--- config.mk ---
export PLATFORM = sky130hd
export DESIGN_NAME = clipped_color_key_glyph_blit_unit
export DESIGN_NICKNAME = d
export VERILOG_FILES = /design/src/hdl/cckb_pkg.sv /design/src/hdl/clipped_color_key_glyph_blit_unit.sv /design/src/hdl/cckb_front.sv /design/src/hdl/cckb_fifo.sv /design/src/hdl/cckb_back.sv
export SDC_FILE = /design/constraint.sdc
export NUM_CORES = 2
export LEC_CHECK = 0
export ABC_CLOCK_PERIOD_IN_PS = 7700
export BUFFER_PORTS_ARGS = -buffer_cell sky130_fd_sc_hd__clkbuf_2
export CORE_UTILIZATION = 50
export DETAILED_ROUTE_END_ITERATION = 16
export MAX_ROUTING_LAYER = met4
export PLACE_DENSITY = 0.71
export SETUP_SLACK_MARGIN = 0.3
export SYNTH_ARGS = -nofsm -noshare
export SYNTH_HDL_FRONTEND = slang
export SYNTH_SLANG_ARGS = --single-unit
--- constraint.sdc ---
create_clock -name clk -period 7.7 [get_ports clk]
set_input_delay 0.385 -clock clk [delete_from_list [all_inputs] [get_ports clk]]
set_output_delay 0.385 -clock clk [all_outputs]
set_load 0.02 [all_outputs]
--- src/hdl/cckb_pkg.sv ---
// Shared types, constants and helper functions of the glyph blit unit.
`timescale 1ns / 1ps

package cckb_pkg;

  localparam int COORD_BITS  = 16;
  localparam int SCREEN_BITS = 16;
  localparam int POS_BITS    = (COORD_BITS > SCREEN_BITS ? COORD_BITS : SCREEN_BITS) + 1;
  localparam int LIN_BITS    = 2 * SCREEN_BITS;
  localparam int ADDR_BITS   = 34;
  localparam int COLOR_BITS  = 32;
  localparam int BPP_BITS    = 3;
  localparam int QDEPTH      = 4;
  localparam int QPTR_BITS   = $clog2(QDEPTH);

  localparam logic [SCREEN_BITS-1:0] SCREEN_WIDTH_RST  = 16'd1024;
  localparam logic [SCREEN_BITS-1:0] SCREEN_HEIGHT_RST = 16'd768;
  localparam logic [BPP_BITS-1:0]    BPP_RST           = 3'd4;
  localparam logic [COLOR_BITS-1:0]  KEY_RST           = 32'h0000_0000;

  typedef enum logic [1:0] {
    CFG_SCREEN_WIDTH    = 2'd0,
    CFG_SCREEN_HEIGHT   = 2'd1,
    CFG_PIX_BYTES       = 2'd2,
    CFG_TRANSPARENT_KEY = 2'd3
  } cfg_reg_t;

  typedef struct packed {
    logic [SCREEN_BITS-1:0] screen_width;
    logic [SCREEN_BITS-1:0] screen_height;
    logic [BPP_BITS-1:0]    pix_bytes;
    logic [COLOR_BITS-1:0]  transparent_key;
  } cfg_t;

  typedef struct packed {
    logic        start_glyph;
    logic        last_pixel;
    logic [15:0] origin_x;
    logic [15:0] origin_y;
    logic [15:0] glyph_width;
    logic [31:0] draw_color;
    logic [31:0] pixel_value;
  } pixel_t;

  typedef struct packed {
    logic [ADDR_BITS-1:0]  write_address;
    logic [COLOR_BITS-1:0] write_data;
  } fb_write_t;

  typedef struct packed {
    logic [SCREEN_BITS-1:0] x;
    logic [SCREEN_BITS-1:0] y;
    logic [COLOR_BITS-1:0]  color;
  } blit_req_t;

  function automatic logic [BPP_BITS-1:0] eff_bpp(input logic [BPP_BITS-1:0] bpp);
    logic [BPP_BITS-1:0] r;
    if (bpp == '0) begin
      r = BPP_BITS'(1);
    end else if (bpp > BPP_BITS'(4)) begin
      r = BPP_BITS'(4);
    end else begin
      r = bpp;
    end
    return r;
  endfunction

  function automatic logic [COLOR_BITS-1:0] byte_mask(input logic [BPP_BITS-1:0] bpp);
    logic [COLOR_BITS-1:0] m;
    unique case (bpp)
      BPP_BITS'(1): m = 32'h0000_00FF;
      BPP_BITS'(2): m = 32'h0000_FFFF;
      BPP_BITS'(3): m = 32'h00FF_FFFF;
      default:      m = 32'hFFFF_FFFF;
    endcase
    return m;
  endfunction

endpackage

--- src/hdl/clipped_color_key_glyph_blit_unit.sv ---
// Top level of the clipped color-key glyph blit unit.
// A drawn pixel's request passes the queue, stage s1 and the output register (dst_valid).
// Throughput: one pixel per clock; dst_stall holds the queue and the two-stage address path.
// The address path holds one 16x16 multiply-add in its first stage, then a pixel-size scale.
// Reset (rst, synchronous): registers 1024/768/4/0, glyph idle, queue and pipeline empty.
`timescale 1ns / 1ps

module clipped_color_key_glyph_blit_unit (
  input  logic                clk,
  input  logic                rst,
  input  logic                src_valid,
  output logic                src_stall,
  input  cckb_pkg::pixel_t    src_data,
  output logic                dst_valid,
  input  logic                dst_stall,
  output cckb_pkg::fb_write_t dst_data,
  input  logic                cfg_valid,
  output logic                cfg_ready,
  input  logic [1:0]          cfg_index,
  input  logic [31:0]         cfg_data
);
  import cckb_pkg::*;

  cfg_t      cfg;
  logic      push, pop, empty, full;
  blit_req_t push_data, head;

  assign cfg_ready = 1'b1;

  always_ff @(posedge clk) begin
    if (rst) begin
      cfg.screen_width    <= SCREEN_WIDTH_RST;
      cfg.screen_height   <= SCREEN_HEIGHT_RST;
      cfg.pix_bytes       <= BPP_RST;
      cfg.transparent_key <= KEY_RST;
    end else if (cfg_valid && cfg_ready) begin
      unique case (cfg_reg_t'(cfg_index))
        CFG_SCREEN_WIDTH:    cfg.screen_width    <= cfg_data[SCREEN_BITS-1:0];
        CFG_SCREEN_HEIGHT:   cfg.screen_height   <= cfg_data[SCREEN_BITS-1:0];
        CFG_PIX_BYTES:       cfg.pix_bytes       <= cfg_data[BPP_BITS-1:0];
        CFG_TRANSPARENT_KEY: cfg.transparent_key <= cfg_data[COLOR_BITS-1:0];
        default:             cfg <= cfg;
      endcase
    end
  end

  cckb_front u_front (
    .clk       (clk),
    .rst       (rst),
    .cfg       (cfg),
    .src_valid (src_valid),
    .src_stall (src_stall),
    .src_data  (src_data),
    .push      (push),
    .push_data (push_data),
    .full      (full)
  );

  cckb_fifo u_fifo (
    .clk       (clk),
    .rst       (rst),
    .push      (push),
    .push_data (push_data),
    .pop       (pop),
    .head      (head),
    .empty     (empty),
    .full      (full)
  );

  cckb_back u_back (
    .clk       (clk),
    .rst       (rst),
    .cfg       (cfg),
    .pop       (pop),
    .head      (head),
    .empty     (empty),
    .dst_valid (dst_valid),
    .dst_stall (dst_stall),
    .dst_data  (dst_data)
  );

endmodule

--- src/hdl/cckb_front.sv ---
// Front end: glyph counters, clipping and color-key test, request issue.
`timescale 1ns / 1ps

module cckb_front (
  input  logic               clk,
  input  logic               rst,
  input  cckb_pkg::cfg_t     cfg,
  input  logic               src_valid,
  output logic               src_stall,
  input  cckb_pkg::pixel_t   src_data,
  output logic               push,
  output cckb_pkg::blit_req_t push_data,
  input  logic               full
);
  import cckb_pkg::*;

  logic [COORD_BITS-1:0] column_count;
  logic [COORD_BITS-1:0] row_count;
  logic [COORD_BITS-1:0] latched_origin_x;
  logic [COORD_BITS-1:0] latched_origin_y;
  logic [COORD_BITS-1:0] latched_width;
  logic [COLOR_BITS-1:0] latched_color;
  logic                  glyph_active;

  logic                  accept;
  logic                  active;
  logic [COORD_BITS-1:0] ox, oy, w, col, row, next_col;
  logic [COLOR_BITS-1:0] color, mask;
  logic [POS_BITS-1:0]   sx, sy;
  logic                  wrap;
  logic                  hit;

  assign src_stall = full;
  assign accept    = src_valid && !full;

  always_comb begin
    active   = src_data.start_glyph || glyph_active;
    ox       = src_data.start_glyph ? src_data.origin_x[COORD_BITS-1:0] : latched_origin_x;
    oy       = src_data.start_glyph ? src_data.origin_y[COORD_BITS-1:0] : latched_origin_y;
    w        = src_data.start_glyph ? src_data.glyph_width[COORD_BITS-1:0] : latched_width;
    color    = src_data.start_glyph ? src_data.draw_color : latched_color;
    col      = src_data.start_glyph ? '0 : column_count;
    row      = src_data.start_glyph ? '0 : row_count;
    sx       = POS_BITS'(ox) + POS_BITS'(col);
    sy       = POS_BITS'(oy) + POS_BITS'(row);
    mask     = byte_mask(eff_bpp(cfg.pix_bytes));
    hit      = active && (sx < POS_BITS'(cfg.screen_width)) &&
               (sy < POS_BITS'(cfg.screen_height)) &&
               (((src_data.pixel_value ^ cfg.transparent_key) & mask) != '0);
    next_col = col + COORD_BITS'(1);
    wrap     = (next_col == w);
    push            = accept && hit;
    push_data.x     = sx[SCREEN_BITS-1:0];
    push_data.y     = sy[SCREEN_BITS-1:0];
    push_data.color = color & mask;
  end

  always_ff @(posedge clk) begin
    if (rst) begin
      column_count     <= '0;
      row_count        <= '0;
      latched_origin_x <= '0;
      latched_origin_y <= '0;
      latched_width    <= COORD_BITS'(1);
      latched_color    <= '0;
      glyph_active     <= 1'b0;
    end else if (accept && active) begin
      latched_origin_x <= ox;
      latched_origin_y <= oy;
      latched_width    <= w;
      latched_color    <= color;
      column_count     <= wrap ? '0 : next_col;
      row_count        <= wrap ? row + COORD_BITS'(1) : row;
      glyph_active     <= !src_data.last_pixel;
    end
  end

endmodule

--- src/hdl/cckb_fifo.sv ---
// Short request queue between the front end and the address pipeline.
`timescale 1ns / 1ps

module cckb_fifo (
  input  logic                clk,
  input  logic                rst,
  input  logic                push,
  input  cckb_pkg::blit_req_t push_data,
  input  logic                pop,
  output cckb_pkg::blit_req_t head,
  output logic                empty,
  output logic                full
);
  import cckb_pkg::*;

  blit_req_t            mem [QDEPTH];
  logic [QPTR_BITS-1:0] wr_ptr;
  logic [QPTR_BITS-1:0] rd_ptr;
  logic [QPTR_BITS:0]   count;

  assign empty = (count == '0);
  assign full  = (count == (QPTR_BITS+1)'(QDEPTH));
  assign head  = mem[rd_ptr];

  always_ff @(posedge clk) begin
    if (push) begin
      mem[wr_ptr] <= push_data;
    end
  end

  always_ff @(posedge clk) begin
    if (rst) begin
      wr_ptr <= '0;
      rd_ptr <= '0;
      count  <= '0;
    end else begin
      if (push) begin
        wr_ptr <= wr_ptr + QPTR_BITS'(1);
      end
      if (pop) begin
        rd_ptr <= rd_ptr + QPTR_BITS'(1);
      end
      unique case ({push, pop})
        2'b10:   count <= count + (QPTR_BITS+1)'(1);
        2'b01:   count <= count - (QPTR_BITS+1)'(1);
        default: count <= count;
      endcase
    end
  end

endmodule

--- src/hdl/cckb_back.sv ---
// Back end: linear position multiply, byte scaling and output register.
`timescale 1ns / 1ps

module cckb_back (
  input  logic                clk,
  input  logic                rst,
  input  cckb_pkg::cfg_t      cfg,
  output logic                pop,
  input  cckb_pkg::blit_req_t head,
  input  logic                empty,
  output logic                dst_valid,
  input  logic                dst_stall,
  output cckb_pkg::fb_write_t dst_data
);
  import cckb_pkg::*;

  logic                  en;
  logic                  s1_valid;
  logic [LIN_BITS-1:0]   s1_pos;
  logic [COLOR_BITS-1:0] s1_color;
  logic [ADDR_BITS-1:0]  pos_ext;
  logic [ADDR_BITS-1:0]  addr_next;

  assign en  = !dst_valid || !dst_stall;
  assign pop = en && !empty;

  always_comb begin
    pos_ext = ADDR_BITS'(s1_pos);
    unique case (eff_bpp(cfg.pix_bytes))
      BPP_BITS'(1): addr_next = pos_ext;
      BPP_BITS'(2): addr_next = pos_ext << 1;
      BPP_BITS'(3): addr_next = pos_ext + (pos_ext << 1);
      default:      addr_next = pos_ext << 2;
    endcase
  end

  always_ff @(posedge clk) begin
    if (rst) begin
      s1_valid  <= 1'b0;
      dst_valid <= 1'b0;
    end else if (en) begin
      s1_valid  <= !empty;
      dst_valid <= s1_valid;
    end
  end

  always_ff @(posedge clk) begin
    if (en) begin
      s1_pos   <= LIN_BITS'(head.y) * LIN_BITS'(cfg.screen_width) + LIN_BITS'(head.x);
      s1_color <= head.color;
      dst_data.write_address <= addr_next;
      dst_data.write_data    <= s1_color;
    end
  end

endmodule

; ---- Word-level counts from Yosys, hierarchy flattened
; Memories as Yosys holds them, arrays and structs flattened. A register that Yosys moved wholly into a read port is not among the register bits.
; Cells that the tools add are included.
[totals]
ff_bits = 319
inputBits = 153
ram_bits = 256
elab_cells = 88
out_inout_bits = 69
memories = 1
[op_classes]
magnitude_cmp = 3
bitwise = 3
mux = 17
add_sub_neg = 10
n_mul = 1
eq_ne = 10
reduce_logical = 23
[mem_list]
columns = name, words, width, read_ports, rd_ports_with_merged_regs, wr, line
row1 = u_fifo.mem, 4, 64, 1, 1, 1, cckb_fifo.sv:16  ; blit_req_t mem [QDEPTH];
[op_table]
columns = operator, n
row1 = 2-to-1 mux 16 bit, 7
row2 = one-hot mux 34 bit (3 select lines), 1
row3 = one-hot mux 32 bit (3 select lines), 1
row4 = AND 32 bit, 2
row5 = adder 16 x 16 -> 17 bit, 2
row6 = adder 32 x 33 -> 34 bit, 1
row7 = less-than comparator 17 x 16 -> 1 bit, 2
row8 = adder 16 x 1 -> 16 bit (second input constant), 2
row9 = adder 32 x 16 -> 32 bit, 1
row10 = multiplier 16 x 16 -> 32 bit, 1
row11 = 2-to-1 mux 32 bit, 1
row12 = nonzero test 32 bit, 1
row13 = XOR 32 bit, 1
row14 = == test 16 bit, 1
row15 = AND reduction 2 bit, 4
row16 = logical AND 1 bit, 7
row17 = == test 2 bit (second input constant), 3
row18 = == test 3 x 2 -> 1 bit (second input constant), 2
row19 = logical NOT 3 bit, 2
row20 = 2-to-1 mux 3 bit, 2
row21 = one-hot mux 3 bit (2 select lines), 1
row22 = logical NOT 1 bit, 5
row23 = adder 2 x 1 -> 2 bit (second input constant), 2
row24 = == test 2 x 1 -> 1 bit (second input constant), 2
row25 = 10 further kinds, 13

; ---- Logic depth before layout (Yosys ltp)
[logic_depth]
depth_word = 11
ltp_mapped = 34
depth_no_buf = 28

; ---- Cells and area by module
; Synthesis repeated with hierarchy kept, for this count alone.
[hier_totals]
hier_cells = 3339
area_unflattened_um2 = 36755.3
[modules_own_cells]
columns = module, seq_area_each_um2, n_inst, area_per_inst_um2, cells_per_inst
row1 = cckb_back, 3943.8, 1, 15384.8, 1542
row2 = cckb_fifo, 7867.5, 1, 9744.3, 381
row3 = cckb_front, 2262.2, 1, 8834.7, 1152
row4 = clipped_color_key_glyph_blit_unit, 1341.3, 1, 2791.4, 264

; ---- Least setup slack after synthesis
; Ideal clock, no wire load.
[synth_path]
kind = input to register
startpoint = in src_data[113] (netlist name)
endpoint = mem u_fifo.mem[1][0] (netlist name) (enable)
cell_stages = 28
n_path_buf = 6
slack_ns = -0.015
t_required_ns = 7.271
setup_time_ns = 0.429
arrival_time_ns = 7.287
cell_sequence = buf_2 > buf_4 > buf_2 > clkbuf_1 > buf_1 > clkbuf_1 > nor2b_1 > ha_1 > inv_1 > fa_1 > inv_1 > a21o_1 > nand4_1 > nand3_1 > a41o_1 > or4_1 > a31o_2 > a21oi_1 > xnor2_1 > ha_1 > nor3_1 > o21ai_0 > a2111oi_0 > nand2b_1 > o21ai_0 > o211ai_1 > nor4_4 > and2_1
[synth_lines]
columns = element, line
row1 = start: declaration, clipped_color_key_glyph_blit_unit.sv:13  ; input cckb_pkg::pixel_t src_data,
row2 = end: declaration, cckb_fifo.sv:16

==> results.md <==
* Max-cap violation count at 0
* Placed cell count at 4404
* Synthesized area at 35900 um^2
* Fin crit share at 91.8%
* Post-synth EDFFs at 386
* Pwr dens at 298 nW/um^2
* Cells after Synth at 3362
* Num CTS Buffers at 60
* Slowest CP cell: dfxtp_2
* Main synth FF type: edfxtp_1
* Post-detailed-route count of antenna-violating nets at 0
* Min cycle time layout at 7.07 ns
* WHS at 0.0258 ns
* Final setup fails at 0
* Via density per instance at 5.54
* PortBufs at 220
* Largest area contributor in the netlist: edfxtp_1
* Unrepaired setup endpoints after global routing: no
* Avg WL per Cell at 18.6 um
* Total GRT Usage at 24.1%
* WP data required at 8.06 ns
* Worst-Margin Slew at 1.17 ns
* Clock-pin slew of the registers on the worst-case setup and hold paths at 0.06 ns
* Initial core utilization at 50.8%
* Number of remaining DRC errors at 0
* Rel. slew slack at 21.7%
* Routed wire length at 86.0 mm
* Largest net degree at the start of global routing at 115
* Worst-path cell chain: mux4_2 > and2_1 > fa_1 > inv_1 > fa_1 > inv_1 > fa_1 > fa_1 > fa_1 > inv_1 > fa_1 > inv_1 > ha_1 > o21ai_0 > o21ai_0 > a221oi_1 > o21ai_0 > nand3_1 > o31ai_4 > a311oi_2 > a21oi_1 > xnor2_1
* DP Worst Slack at 0.369 ns
* Gpl congestion at 0.923
* Core area at 70500 um^2
* Async SR Flop Fraction at 0%
* Total number of vias at 25600
* Largest buffer count on any clock path at 3
* Cell variety after synth at 76
* Yosys reg bits at 577
* Area contributors post-synth: edfxtp_1, fa_1, dfxtp_1
* Final Util at 58.1%
* HP Class: in2reg
* Placed cell area at 37900 um^2
* Crit end category: register
* Number of global-route vias before repair at 25200
* First-pass GRT wire length at 136 mm
* Outcome: complete, no violations
* Clock sink count at 577
* Post-DP HPWL at 60.6 mm
* # nets final at 4200
* Crit path DAT at 7.43 ns
* Fin area at 40900 um^2
* Synthesized area per cell at 10.7 um^2
* Die Span X at 270 um
* Synth Net Count at 3936
* Die H at 270 um
* Max rail drop VDD at 0.000297 V
* CP dominant cell by count: fa_1
* Hold Violations, Final at 0
* Share of cells above drive strength 1 at 14.5%
* Remaining global-route overflow at 0
* I/O pin count at 222
* Total power draw at 12.2 mW
* Clk_lat worst skew at 0.65 ns
* Root Driver: clkbuf_16
* Worst-path fanout max at 20
* Die area at 72800 um^2
* H-tree depth at 2
* Setup TNS at 0 ns
* CP Launch Type: register
* Crit Path Class: reg2reg
* CTS tree: built
* Max incr delay on CP at 0.67 ns
* # rows at 97
* Fmax at 142 MHz
* Sequential fraction of the synthesis area at 43.0%
* Initial antenna violation count at 3
* Yosys top cell area share at 32.3%
* Fin worst setup slack at 0.633 ns
* Starting DRT DRC Count at 1888
* Final slew viol count at 0
* Post-Layout Cell Count at 4621
* Yosys warning total at 0
* Clk_skew at 0.0400 ns
* DRT Pass-1 Iters at 6
* Area Growth Syn to Fin at 14.2%
* LEAKAGE at 16.8 nW
==> cell families (layout without fill, tap and decap cells) <==
logic type	count (synthesis)	after routing	synth area share, %
DFF	577	577	43.0
adders and majority gates	421	421	19.2
AOI/OAI and AO/OA	523	523	8.69
buffers and inverters	499	815	5.29
muxes	155	155	6.71
other	1	4	0.0105
and+or+nand+nor	1034	1034	13.4
xor gates and xnor gates	152	152	3.76
==> flip-flops by register name, summed over array words and instances, names as in the netlist, named ones only <==
name	cells
cfg	67
u_back.dst_data	66
u_back.dst_valid	1
u_back.s1_color	32
u_back.s1_pos	32
u_back.s1_valid	1
u_fifo.count	3
u_fifo.mem	256
u_fifo.rd_ptr	2
u_fifo.wr_ptr	2
u_front.column_count	16
u_front.glyph_active	1
u_front.latched_color	32
u_front.latched_origin_x	16
u_front.latched_origin_y	16
u_front.latched_width	16
u_front.row_count	16
==> cells in the final DEF (no fill, tap or decap), types with 36 or more instances in the layout <==
master         count
mux2i_1           49
xor2_1            45
buf_4             73
and2_1           113
dfxtp_1          187
clkbuf_16         60
nor3_1            36
nand3_1           46
mux4_2            64
ha_1             207
dlygate4sd3_1     63
nand2_1          530
nor2_1           151
xnor2_1          106
inv_1            340
fa_1             214
edfxtp_1         386
mux2_2            40
o21ai_0           87
clkbuf_2         218
a21oi_1          260
==> final cells by class <==
type	count	area [um^2]
tap	940	1180
clock inverter	39	508
timing repair buffer	360	2370
fill	5794	29600
inverter	341	1280
sequential	577	15400
clock buffer	75	1590
antenna	3	7.51
multi-input combinational	2286	18600
==> repair_timing <==
item                       CTS  global route
resized for setup            0             3
setup endpoints to repair    1             3
hold buffers                63             0
buffers inserted             1            36
hold endpoints to repair    71             0
==> worst max-delay path: cells and delay by family (launching register included) <==
kind                       cells  cell delay (ns)
AOI/OAI and AO/OA              7             1.40
buffers and inverters          4             0.20
muxes                          1             0.58
xor gates and xnor gates       1             0.15
DFF                            1             0.67
and+or+nand+nor                2             0.50
adders and majority gates      7             3.29
==> power by group <==
group	switching (mW)	internal, mW	total (mW)
clock	1.26	1.78	3.04
sequential	0.276	3.92	4.20
combinational	2.87	2.08	4.96
total	4.41	7.79	12.2
==> path summary, 6_finish.rpt <==
path                                start                            to  slack, ns  depth (start not counted)
max                              register   u_back.s1_pos[31]$_DFFE_PP_       0.63                         22
min                          cfg_data[12]          cfg[63]$_SDFFE_PP0P_       0.03                          3
max reg2reg                      register   u_back.s1_pos[31]$_DFFE_PP_       0.63                         22
min reg2reg  u_back.s1_color[0]$_DFFE_PP_  u_back.dst_data[0]$_DFFE_PP_       0.42                          0
==> synth_stat cells, types with 11 or more instances <==
cell and number:
fa_1 214, ha_1 207, nand2b_1 17, a22oi_1 11
o211ai_1 13, xnor2_1 106, mux4_2 64, clkbuf_1 133
nor2_1 152, and2_1 117, buf_1 11, edfxtp_1 386
nand3_1 47, buf_2 12, nand4_1 29, nor3_1 36
xor2_1 45, nor2b_1 35, a21oi_1 261, a211oi_1 19
inv_1 340, o21ai_0 87, nand2_1 531, dfxtp_1 191
a21o_1 29, and3_1 17, nand3b_1 11, mux2i_1 49
mux2_2 40, o21a_1 15
==> metal layers <==
metal / GRT usage, % / vias to the layer above / routed length [um]
met4: 6.74 / 0 / 2150
met5: - / - / 0
met3: 3.31 / 162 / 4920
li1: - / 12100 / -
met1: 30.9 / 12600 / 36200
met2: 40.1 / 797 / 42800
(Power assumes the default switching activity.)
